**src/dvu_pkg.sv**
```systemverilog
// dvu_pkg: shared types and constants of the distance-vector update block
// holds request/response structs, function codes and register indexes
// no dependencies
package dvu_pkg;

   // default sizing
   localparam int NODES_DEF     = 8;
   localparam int COST_BITS_DEF = 16;

   // field widths fixed by the interface
   localparam int FUNC_W  = 2;
   localparam int NODE_W  = 3;
   localparam int PORT_W  = 16;
   localparam int ACOST_W = 16;

   // function codes (the unused code behaves as a read)
   localparam logic [FUNC_W-1:0] FUNC_LOAD   = 2'd0;
   localparam logic [FUNC_W-1:0] FUNC_ADVERT = 2'd1;
   localparam logic [FUNC_W-1:0] FUNC_READ   = 2'd2;

   // register file
   localparam int CSR_IDX_W  = 1;
   localparam int CSR_DATA_W = 16;
   localparam logic [CSR_IDX_W-1:0] CSR_OWN_INDEX = 1'b0;
   localparam logic [CSR_IDX_W-1:0] CSR_PORT_BASE = 1'b1;

   // register reset values
   localparam logic [NODE_W-1:0] OWN_INDEX_RST = 3'd0;
   localparam logic [PORT_W-1:0] PORT_BASE_RST = 16'd10000;

   // one request
   typedef struct packed {
      logic [FUNC_W-1:0]  func;
      logic [NODE_W-1:0]  sender;
      logic [NODE_W-1:0]  dest;
      logic [ACOST_W-1:0] adv_cost;
      logic [PORT_W-1:0]  adv_dest_port;
      logic               last_entry;
   } req_type;

   // one response
   typedef struct packed {
      logic [ACOST_W-1:0] rd_cost;
      logic [PORT_W-1:0]  rd_next_port;
      logic [PORT_W-1:0]  rd_dest_port;
      logic               entry_changed;
      logic               vector_changed;
   } rsp_type;

endpackage

```
**src/dvu_table.sv**
```systemverilog
// dvu_table: routing table memory with two registered read ports and one write port
// entries not yet written read as the reset entry; same-edge writes are forwarded
// depends on dvu_pkg
module dvu_table #(
   parameter int NODES     = dvu_pkg::NODES_DEF,
   parameter int COST_BITS = dvu_pkg::COST_BITS_DEF
) (
   input  logic                                      clock,
   input  logic                                      reset,
   input  logic                                      rd_en,
   input  logic [$clog2(NODES)-1:0]                  rd_snd_idx,
   input  logic [$clog2(NODES)-1:0]                  rd_dst_idx,
   input  logic                                      wr_en,
   input  logic [$clog2(NODES)-1:0]                  wr_idx,
   input  logic [COST_BITS+2*dvu_pkg::PORT_W-1:0]    wr_data,
   output logic [COST_BITS+2*dvu_pkg::PORT_W-1:0]    snd_entry,
   output logic [COST_BITS+2*dvu_pkg::PORT_W-1:0]    dst_entry
);

   localparam int IDX_W = $clog2(NODES);
   localparam int EW    = COST_BITS + 2 * dvu_pkg::PORT_W;
   localparam logic [EW-1:0] ENTRY_RST = {{COST_BITS{1'b1}}, {(2 * dvu_pkg::PORT_W){1'b0}}};

   logic [EW-1:0]    mem [NODES];
   logic [NODES-1:0] valid_ff;
   logic [EW-1:0]    rd_snd_ff;
   logic [EW-1:0]    rd_dst_ff;
   logic [IDX_W-1:0] snd_idx_ff;
   logic [IDX_W-1:0] dst_idx_ff;
   logic             fwd_snd_ff;
   logic             fwd_dst_ff;
   logic [EW-1:0]    fwd_data_ff;

   // memory write port
   always_ff @(posedge clock) begin
      if (wr_en) begin
         mem[wr_idx] <= wr_data;
      end
   end

   // memory read ports, data registered
   always_ff @(posedge clock) begin
      if (rd_en) begin
         rd_snd_ff <= mem[rd_snd_idx];
         rd_dst_ff <= mem[rd_dst_idx];
      end
   end

   // read-side bookkeeping and forwarding of a write on the read edge
   always_ff @(posedge clock) begin
      if (rd_en) begin
         snd_idx_ff  <= rd_snd_idx;
         dst_idx_ff  <= rd_dst_idx;
         fwd_data_ff <= wr_data;
      end
   end

   always_ff @(posedge clock) begin
      if (reset) begin
         fwd_snd_ff <= 1'b0;
         fwd_dst_ff <= 1'b0;
      end else if (rd_en) begin
         fwd_snd_ff <= wr_en && (wr_idx == rd_snd_idx);
         fwd_dst_ff <= wr_en && (wr_idx == rd_dst_idx);
      end
   end

   // per-entry written flags
   always_ff @(posedge clock) begin
      if (reset) begin
         valid_ff <= '0;
      end else if (wr_en) begin
         valid_ff[wr_idx] <= 1'b1;
      end
   end

   // resolve forwarded, stored or reset entry
   always_comb begin
      priority if (fwd_snd_ff) begin
         snd_entry = fwd_data_ff;
      end else if (valid_ff[snd_idx_ff]) begin
         snd_entry = rd_snd_ff;
      end else begin
         snd_entry = ENTRY_RST;
      end
   end

   always_comb begin
      priority if (fwd_dst_ff) begin
         dst_entry = fwd_data_ff;
      end else if (valid_ff[dst_idx_ff]) begin
         dst_entry = rd_dst_ff;
      end else begin
         dst_entry = ENTRY_RST;
      end
   end

endmodule

```
**src/distance_vector_update_core.sv**
```systemverilog
// Distance-vector routing table of one node. Each request carries one table entry and gives
// exactly one response: a load writes the entry, an advert relaxes it against the advertised
// cost plus the stored cost to the sender (saturating at the all-ones infinite cost), and a read
// returns it. The block takes one request per cycle when the response side keeps up; a request
// passes first through the registered table read of the sender and destination entries, then
// through the add, compare and write-back into the response register. A write on the
// same edge as the next read is forwarded, so back-to-back requests on the same entries see the
// latest values. Table contents start at their reset values through per-entry written flags;
// no clearing pass is needed after reset.
// depends on dvu_pkg, dvu_table
module distance_vector_update_core #(
   parameter int NODES     = dvu_pkg::NODES_DEF,
   parameter int COST_BITS = dvu_pkg::COST_BITS_DEF
) (
   input  logic                               clock,
   input  logic                               reset,
   input  logic                               req_valid,
   output logic                               req_stall,
   input  dvu_pkg::req_type                   req_data,
   output logic                               rsp_valid,
   input  logic                               rsp_stall,
   output dvu_pkg::rsp_type                   rsp_data,
   input  logic                               csr_we,
   input  logic [dvu_pkg::CSR_IDX_W-1:0]      csr_index,
   input  logic [dvu_pkg::CSR_DATA_W-1:0]     csr_wdata
);

   localparam int IDX_W = $clog2(NODES);
   localparam int PW    = dvu_pkg::PORT_W;
   localparam int EW    = COST_BITS + 2 * PW;
   localparam logic [COST_BITS-1:0] COST_INF = {COST_BITS{1'b1}};

   // configuration registers
   logic [dvu_pkg::NODE_W-1:0] own_index_ff;
   logic [PW-1:0]              port_base_ff;

   // pipeline state
   logic             s1_valid_ff, s1_valid_in;
   dvu_pkg::req_type s1_req_ff;
   logic             rsp_valid_ff, rsp_valid_in;
   dvu_pkg::rsp_type rsp_data_ff, rsp_data_in;
   logic             any_change_ff, any_change_in;

   // handshake
   logic req_fire, out_free, s1_fire;

   // table interface
   logic             tbl_wr_en;
   logic [IDX_W-1:0] tbl_wr_idx;
   logic [EW-1:0]    tbl_wr_data;
   logic [EW-1:0]    snd_entry, dst_entry, new_entry;

   // update datapath
   logic                 dest_ok, sender_ok, is_load, is_adv;
   logic [COST_BITS-1:0] adv_cost, link_cost, dst_cost, sum_sat;
   logic [COST_BITS:0]   sum_full;
   logic [PW-1:0]        hop_port;
   logic                 relax_ok, changed, write_entry, vec;

   // configuration writes
   always_ff @(posedge clock) begin
      if (reset) begin
         own_index_ff <= dvu_pkg::OWN_INDEX_RST;
         port_base_ff <= dvu_pkg::PORT_BASE_RST;
      end else if (csr_we) begin
         unique case (csr_index)
            dvu_pkg::CSR_OWN_INDEX: own_index_ff <= csr_wdata[dvu_pkg::NODE_W-1:0];
            dvu_pkg::CSR_PORT_BASE: port_base_ff <= csr_wdata[PW-1:0];
            default: ;
         endcase
      end
   end

   // flow control
   assign out_free  = !rsp_valid_ff || !rsp_stall;
   assign s1_fire   = s1_valid_ff && out_free;
   assign req_stall = s1_valid_ff && !out_free;
   assign req_fire  = req_valid && !req_stall;

   assign s1_valid_in  = req_fire || (s1_valid_ff && !out_free);
   assign rsp_valid_in = s1_fire || (rsp_valid_ff && rsp_stall);

   always_ff @(posedge clock) begin
      if (reset) begin
         s1_valid_ff   <= 1'b0;
         rsp_valid_ff  <= 1'b0;
         any_change_ff <= 1'b0;
      end else begin
         s1_valid_ff   <= s1_valid_in;
         rsp_valid_ff  <= rsp_valid_in;
         any_change_ff <= any_change_in;
      end
   end

   // request held while its table read is in flight
   always_ff @(posedge clock) begin
      if (req_fire) begin
         s1_req_ff <= req_data;
      end
   end

   // table memory
   dvu_table #(
      .NODES     (NODES),
      .COST_BITS (COST_BITS)
   ) u_table (
      .clock      (clock),
      .reset      (reset),
      .rd_en      (req_fire),
      .rd_snd_idx (IDX_W'(req_data.sender)),
      .rd_dst_idx (IDX_W'(req_data.dest)),
      .wr_en      (tbl_wr_en),
      .wr_idx     (tbl_wr_idx),
      .wr_data    (tbl_wr_data),
      .snd_entry  (snd_entry),
      .dst_entry  (dst_entry)
   );

   // decode of the held request
   assign dest_ok   = 32'(s1_req_ff.dest) < 32'(NODES);
   assign sender_ok = 32'(s1_req_ff.sender) < 32'(NODES);
   assign is_load   = s1_req_ff.func == dvu_pkg::FUNC_LOAD;
   assign is_adv    = s1_req_ff.func == dvu_pkg::FUNC_ADVERT;

   // relaxation: saturating add and compare
   assign adv_cost  = COST_BITS'(s1_req_ff.adv_cost);
   assign link_cost = snd_entry[EW-1 -: COST_BITS];
   assign dst_cost  = dst_entry[EW-1 -: COST_BITS];
   assign sum_full  = {1'b0, adv_cost} + {1'b0, link_cost};
   assign sum_sat   = sum_full[COST_BITS] ? COST_INF : sum_full[COST_BITS-1:0];
   assign hop_port  = port_base_ff + PW'(s1_req_ff.sender);

   assign relax_ok = is_adv && dest_ok && (s1_req_ff.dest != own_index_ff)
                     && (adv_cost != COST_INF) && sender_ok && (link_cost != COST_INF);
   assign changed     = relax_ok && (dst_cost > sum_sat);
   assign write_entry = dest_ok && (is_load || changed);

   // write-back
   assign tbl_wr_en   = s1_fire && write_entry;
   assign tbl_wr_idx  = IDX_W'(s1_req_ff.dest);
   assign tbl_wr_data = is_load ? {adv_cost, port_base_ff, s1_req_ff.adv_dest_port}
                                : {sum_sat, hop_port, s1_req_ff.adv_dest_port};
   assign new_entry   = write_entry ? tbl_wr_data : dst_entry;

   // vector change tracking
   assign vec = is_adv && s1_req_ff.last_entry && (any_change_ff || changed);

   always_comb begin
      any_change_in = any_change_ff;
      if (s1_fire && is_adv) begin
         priority if (s1_req_ff.last_entry) begin
            any_change_in = 1'b0;
         end else if (changed) begin
            any_change_in = 1'b1;
         end
      end
   end

   // response register
   always_comb begin
      rsp_data_in = rsp_data_ff;
      if (s1_fire) begin
         if (dest_ok) begin
            rsp_data_in.rd_cost      = dvu_pkg::ACOST_W'(new_entry[EW-1 -: COST_BITS]);
            rsp_data_in.rd_next_port = new_entry[2*PW-1:PW];
            rsp_data_in.rd_dest_port = new_entry[PW-1:0];
         end else begin
            rsp_data_in.rd_cost      = '0;
            rsp_data_in.rd_next_port = '0;
            rsp_data_in.rd_dest_port = '0;
         end
         rsp_data_in.entry_changed  = changed;
         rsp_data_in.vector_changed = vec;
      end
   end

   always_ff @(posedge clock) begin
      rsp_data_ff <= rsp_data_in;
   end

   assign rsp_valid = rsp_valid_ff;
   assign rsp_data  = rsp_data_ff;

endmodule

```
**config.mk**
```make
export PLATFORM = sky130hd
export DESIGN_NAME = distance_vector_update_core
export DESIGN_NICKNAME = d
export VERILOG_FILES = /design/src/dvu_pkg.sv /design/src/dvu_table.sv /design/src/distance_vector_update_core.sv
export SDC_FILE = /design/constraint.sdc
export NUM_CORES = 1
export LEC_CHECK = 0
export BUFFER_PORTS_ARGS = -buffer_cell sky130_fd_sc_hd__buf_2
export CORE_MARGIN = 4
export CORE_UTILIZATION = 30
export CTS_CLUSTER_DIAMETER = 120
export DETAILED_ROUTE_END_ITERATION = 12
export PLACE_DENSITY = 0.51
export SYNTH_ARGS = -nofsm -noshare
export SYNTH_HDL_FRONTEND = slang
export SYNTH_HIERARCHICAL = 1
export SYNTH_SLANG_ARGS = --single-unit
```
**constraint.sdc**
```tcl
create_clock -name clock -period 11.7 [get_ports clock]
set_input_delay 1.17 -clock clock [delete_from_list [all_inputs] [get_ports clock]]
set_output_delay 1.17 -clock clock [all_outputs]
set_load 0.02 [all_outputs]
```
; ---- Yosys cells after proc, flatten, opt, wreduce, memory -nomap -nowiden
; Memory sizes are Yosys's and may differ from the RTL's. A register that Yosys moved wholly into a read port is not among the register bits.
; Index checks and enable logic that the tools add are counted.
[word_totals]
regBits = 171
ramBits = 384
elab_cells = 81
inputBits = 63
mem_count = 1
[mem_list]
columns = name, depth, word_bits, read_ports, rd_ports_with_merged_regs, write_ports, line_no
row1 = u_table.mem, 8, 48, 2, 2, 1, dvu_table.sv:24  ; logic [EW-1:0] mem [NODES];
[op_classes]
bitwise_logic = 2
magnitude_cmp = 4
addsub = 2
muxes = 17
n_reduce_logical = 29
eq_ne = 6
[ops]
columns = operator, count
row1 = 48-bit two-way mux, 6
row2 = 16-bit inequality test (second input constant), 2
row3 = 16-bit by 16-bit adder with 17-bit output, 1
row4 = 16-bit by 3-bit adder with 16-bit output, 1
row5 = 16-bit greater-than comparator, 1
row6 = 16-bit two-way mux, 1
row7 = 1-bit logical AND, 15
row8 = 3-bit by 4-bit < comparator with 1-bit output (second input constant), 2
row9 = 8-bit OR, 1
row10 = 1-bit two-way mux, 7
row11 = 1-bit binary-select mux with 3-bit select, 2
row12 = 3-bit == test, 2
row13 = 2-bit AND reduction, 3
row14 = 1-bit logical OR, 5
row15 = 1-bit zero test, 4
row16 = 1-bit demux with 3-bit select, 1
row17 = 3-bit by 1-bit >= comparator with 1-bit output (second input constant), 1
row18 = 3-bit inequality test, 1
row19 = 2-bit by 1-bit == test with 1-bit output (second input constant), 1
row20 = 2-bit zero test, 1
row21 = 2-bit nonzero test, 1
row22 = 1-bit NOT, 1

; ---- Logic depth before layout (Yosys ltp)
[depth]
word_depth = 12
mapped_depth = 26

; ---- Modules after synthesis
; The synthesis kept the hierarchy.
[modules_own_cells]
columns = mod, area_each_um2, instances, seq_area_each_um2, cells_each
row1 = dvu_table, 23478.8, 1, 16235.6, 1074
row2 = distance_vector_update_core, 6120.9, 1, 3173.0, 535

; ---- Worst setup path after synthesis
; No wires, ideal clock.
[synth_timing]
path_type = input -> register
startpoint = input port rsp_stall
endpoint = memory u_table/mem[0][0] (netlist name) (enable)
setup_ns = 0.593
setup_slack_ns = 0.520
path_stages = 3
t_required_ns = 11.107
n_path_buf = 0
arrival_ns = 10.587
path_cell_list = a21boi_0 and2_1 nor4b_1
[synth_via]
elab_chain_cells = 6
[synth_lines]
columns = item, line_no
row1 = "start, declared", distance_vector_update_core.sv:21  ; input logic rsp_stall,
row2 = 1-bit zero test, distance_vector_update_core.sv:75  ; assign out_free = !rsp_valid_ff || !rsp_stall;
row3 = 1-bit logical OR, distance_vector_update_core.sv:75
row4 = 1-bit logical AND, distance_vector_update_core.sv:76  ; assign s1_fire = s1_valid_ff && out_free;
row5 = 1-bit logical AND, distance_vector_update_core.sv:139  ; assign tbl_wr_en = s1_fire && write_entry;
row6 = named net tbl_wr_en, distance_vector_update_core.sv:48  ; logic tbl_wr_en;
row7 = 1-bit two-way mux, dvu_table.sv:36  ; if (wr_en) begin
row8 = 1-bit two-way mux (not written as such), dvu_table.sv:37  ; mem[wr_idx] <= wr_data;
row9 = "end, declared", dvu_table.sv:24
; The timed path passes the listed nets, and every way through them passes these cells.

; ---- Final worst setup path
[layout_timing]
startpoint = register u_table.snd_idx_ff[0]
endpoint = memory u_table/mem[4][14] (netlist name) (enable)
[layout_via]
elab_chain_cells = 12
word_cells_on_any_way = 14
cone_classes = add/sub: 1 / order compare: 1 / eq/ne: 1 / mux: 7 / reduce/logical: 4
[layout_lines]
columns = item, line_no
row1 = "start, declared", dvu_table.sv:28  ; logic [IDX_W-1:0] snd_idx_ff;
row2 = "start signal, assigned", dvu_table.sv:52  ; snd_idx_ff <= rd_snd_idx;
row3 = 1-bit binary-select mux with 3-bit select *, dvu_table.sv:81  ; end else if (valid_ff[snd_idx_ff]) begin
row4 = 1-bit two-way mux (not written as such) *, dvu_table.sv:81
row5 = 48-bit two-way mux *, dvu_table.sv:81
row6 = 48-bit two-way mux *, dvu_table.sv:79  ; priority if (fwd_snd_ff) begin
row7 = named net snd_entry[32], distance_vector_update_core.sv:51  ; logic [EW-1:0] snd_entry, dst_entry, new_entry;
row8 = 16-bit by 16-bit adder with 17-bit output, distance_vector_update_core.sv:129  ; assign sum_full = {1'b0, adv_cost} + {1'b0, link_cost};
row9 = 16-bit two-way mux, distance_vector_update_core.sv:130  ; assign sum_sat = sum_full[COST_BITS] ? COST_INF : sum_full[COST_BITS-1:0];
row10 = 16-bit greater-than comparator, distance_vector_update_core.sv:135  ; assign changed = relax_ok && (dst_cost > sum_sat);
row11 = 1-bit logical AND *, distance_vector_update_core.sv:135
row12 = 1-bit logical OR *, distance_vector_update_core.sv:136  ; assign write_entry = dest_ok && (is_load || changed);
row13 = 1-bit logical AND *, distance_vector_update_core.sv:139
row14 = named net tbl_wr_en, distance_vector_update_core.sv:48
row15 = 1-bit two-way mux *, dvu_table.sv:36
row16 = 1-bit two-way mux (not written as such) *, dvu_table.sv:37
; The timed path passes the listed nets; every way through them passes the cells marked *. The select of a mux whose other input is x is not followed.

==> results by group <==
Outcome
  – Status: finished, final reports clean

Setup path
  – Element type at the critical path start: flop
  – Reg-to-reg slack, setup: 4240 ps
  – Max FO, Critical Path: 40
  – Register-to-Register Path Depth: 21
  – CP Class: flop to flop
  – Worst EP arrival: 7700 ps
  – CP Data Required Time: 11940 ps
  – Reg2reg end: u_table/mem[4][14]
  – R2R Path Start: u_table/snd_idx_ff[0]
  – CP Capture Type: flop

Routing
  – DRT iter0 DRCs: 1113
  – WL/cell: 23.95 um
  – Antenna-violating nets left: 0
  – Vias per cell: 5.101
  – DR pass1 iterations: 5
  – Routed wire length: 66.35 mm
  – Vias: 14130
  – DRC violations left: 0

Timing
  – WHS: 488.0 ps
  – Hold Vio Cnt, Final: 0
  – RSZ-0062 raised after global routing: no
  – FMAX: 134.1 MHz
  – Final critical-path required period: 7459 ps
  – Final setup violation count: 0
  – Slew @ Worst Pin: 1105 ps
  – Final Skew: 31.80 ps
  – TNS Setup: 0 ps
  – Pins Over Slew Limit: 0
  – Slew headroom: 26.34%
  – Final period util: 63.75%

Placement
  – Routability Congestion: 0.8390
  – Area after DPL: 0.02830 mm2
  – Port buffer count: 114
  – DP HPWL: 38.35 mm

Floorplan
  – Core box area: 0.08702 mm2
  – Overall die area: 0.09280 mm2
  – DIE HEIGHT: 304.6 um
  – Num ports: 115
  – Die X: 304.6 um
  – Starting Density: 30.33%
  – Num rows: 108

Global route
  – Initial antenna violation count: 2
  – GRT Util Overall: 14.02%
  – Largest net degree at the start of global routing: 76
  – Grt ovf: 0
  – Number of global-route vias before repair: 14728
  – First-pass GRT wire length: 97.51 mm

Clock tree
  – Clock sink count: 625
  – Skew-Pair Late Insertion Delay: 630 ps
  – CTS tree: yes
  – # resized after CTS: 0
  – Clk buf depth: 3
  – Post-CTS Setup Inserts: 0
  – TritonCTS buffer count: 71
  – Clock-pin slew on the worst setup and hold paths: 60 ps
  – Post-cts hold buffer count: 0
  – H-tree levels: 3
  – Clk root buf: clkbuf_16

Finish
  – Final net count: 1658
  – Filler instances: 8259
  – Post-Layout Inst Area: 0.03056 mm2
  – Fraction of layout cells with a size suffix above 1: 32.03%
  – Area delta synth->final: 15.78%

Yosys
  – Warnings, synthesis: 6
  – Syn nets: 1528
  – Post-Syn Instances: 1428
  – Mean Syn Cell Area: 18.49 um2
  – Mapped Area: 0.02640 mm2

Run
  – Max-Cap Viols: 0

Pwr
  – Pwr dens: 169.9 mW/mm2
  – Leakage power: 9.965 nW
  – Max rail drop VDD: 0.0001065 V

Hold path
  – Hold EP: port_base_ff[15]
  – Hold path cells: 2
  – Hold WC Path Type: flop to flop
  – HP Start: port_base_ff[15]
[placed cells by master (no fill, tap or decap), drive strengths merged, types with 13 or more instances in the layout]
cell / n
a21oi: 44
a32o: 32
buf: 140
clkbuf: 82
clkinv: 38
dfxtp: 32
edfxtp: 593
ha: 35
inv: 13
mux2: 113
mux4: 128
nand2: 55
nand4: 14
nor2: 68
nor2b: 14
o32a: 32
xnor2: 19
xor2: 15
[metal layers]
| metal | global-route usage, % | vias up | share of wire [%] |
|---|---|---|---|
| li1 | - | 6144 | - |
| met3 | 2.646 | 98 | 5.2 |
| met5 | 0 | - | 0.011 |
| met2 | 22.05 | 402 | 46 |
| met4 | 3.812 | 2 | 2.1 |
| met1 | 20.02 | 7484 | 46 |
[worst max-delay path, cell delays in order, from the launching register on]
cell      delay, ps
edfxtp_1        490
mux2i_1         160
a221o_1         610
o32a_1          480
ha_1            250
fa_1            450
a211oi_2        300
o211ai_1        190
a31o_1          280
o41ai_2         240
xnor2_1         200
nor2_1           70
ha_1            300
nand3_1         130
or4_1           560
a21oi_1         150
nor4b_1         100
o21ai_4         200
and2_1          280
nand2_1         160
nor3_2          700
buf_4           730
[sequential cells by signal, indices dropped and copies added, names as in the netlist]
| register | flops |
|---|---|
| any_change_ff | 1 |
| u_table/fwd_dst_ff | 1 |
| s1_valid_ff | 1 |
| u_table/rd_snd_ff | 16 |
| u_table/rd_dst_ff | 48 |
| u_table/mem | 384 |
| port_base_ff | 16 |
| u_table/dst_idx_ff | 3 |
| rsp_valid | 1 |
| tbl_wr_idx | 3 |
| adv_cost | 16 |
| u_table/valid_ff | 8 |
| rsp_data | 50 |
| own_index_ff | 3 |
| u_table/snd_idx_ff | 3 |
| u_table/fwd_snd_ff | 1 |
| u_table/fwd_data_ff | 48 |
| s1_req_ff | 22 |
[power by group]
part,switching (mW),total [mW],internal [mW],leakage [nW]
clock network,0.917,2.14,1.22,1.10
registers,0.0399,2.59,2.55,5.75
logic,0.286,0.467,0.181,3.11
total,1.24,5.19,3.95,9.97
[through the flow]
step	power [mW]	setup WS, ps	cells	utilization, %
detailed placement	3.106	4337	2640	32.52
CTS	5.265	4253	2769	35.12
global placement	3.102	4432	2640	32.52
global route	5.403	3892	2769	35.12
floorplan	2.946	520.1	1428	-
finish	5.192	4241	2770	35.12
[how the worst max path moves through the flow]
| stage | from | to | slack (ps) | cells after the start |
|---|---|---|---|---|
| 2_1_floorplan | rsp_stall | u_table/mem[0][0] | 520 | 3 |
| 3_3_place_gp | u_table/snd_idx_ff[0] | u_table/mem[4][7] | 4430 | 21 |
| 3_5_place_dp | u_table/snd_idx_ff[0] | u_table/mem[4][7] | 4340 | 21 |
| 4_1_cts | u_table/snd_idx_ff[0] | u_table/mem[4][45] | 4250 | 21 |
| 5_1_grt | u_table/snd_idx_ff[0] | u_table/mem[4][14] | 3890 | 21 |
| 6_report | u_table/snd_idx_ff[0] | u_table/mem[4][14] | 4240 | 21 |
[layout make-up]
class,instances,area (um2),area share [%]
clock buffers,82,1859,6.083
clock inverters,47,400.4,1.310
well taps,1155,1445,4.728
repair buffers,140,774.5,2.534
inverters,11,41.29,0.1351
diodes,1,2.502,0.008188
flip-flops and latches,625,18450,60.36
multi-input cells,709,7591,24.84
No activity file was read; power rests on OpenSTA's default activity.
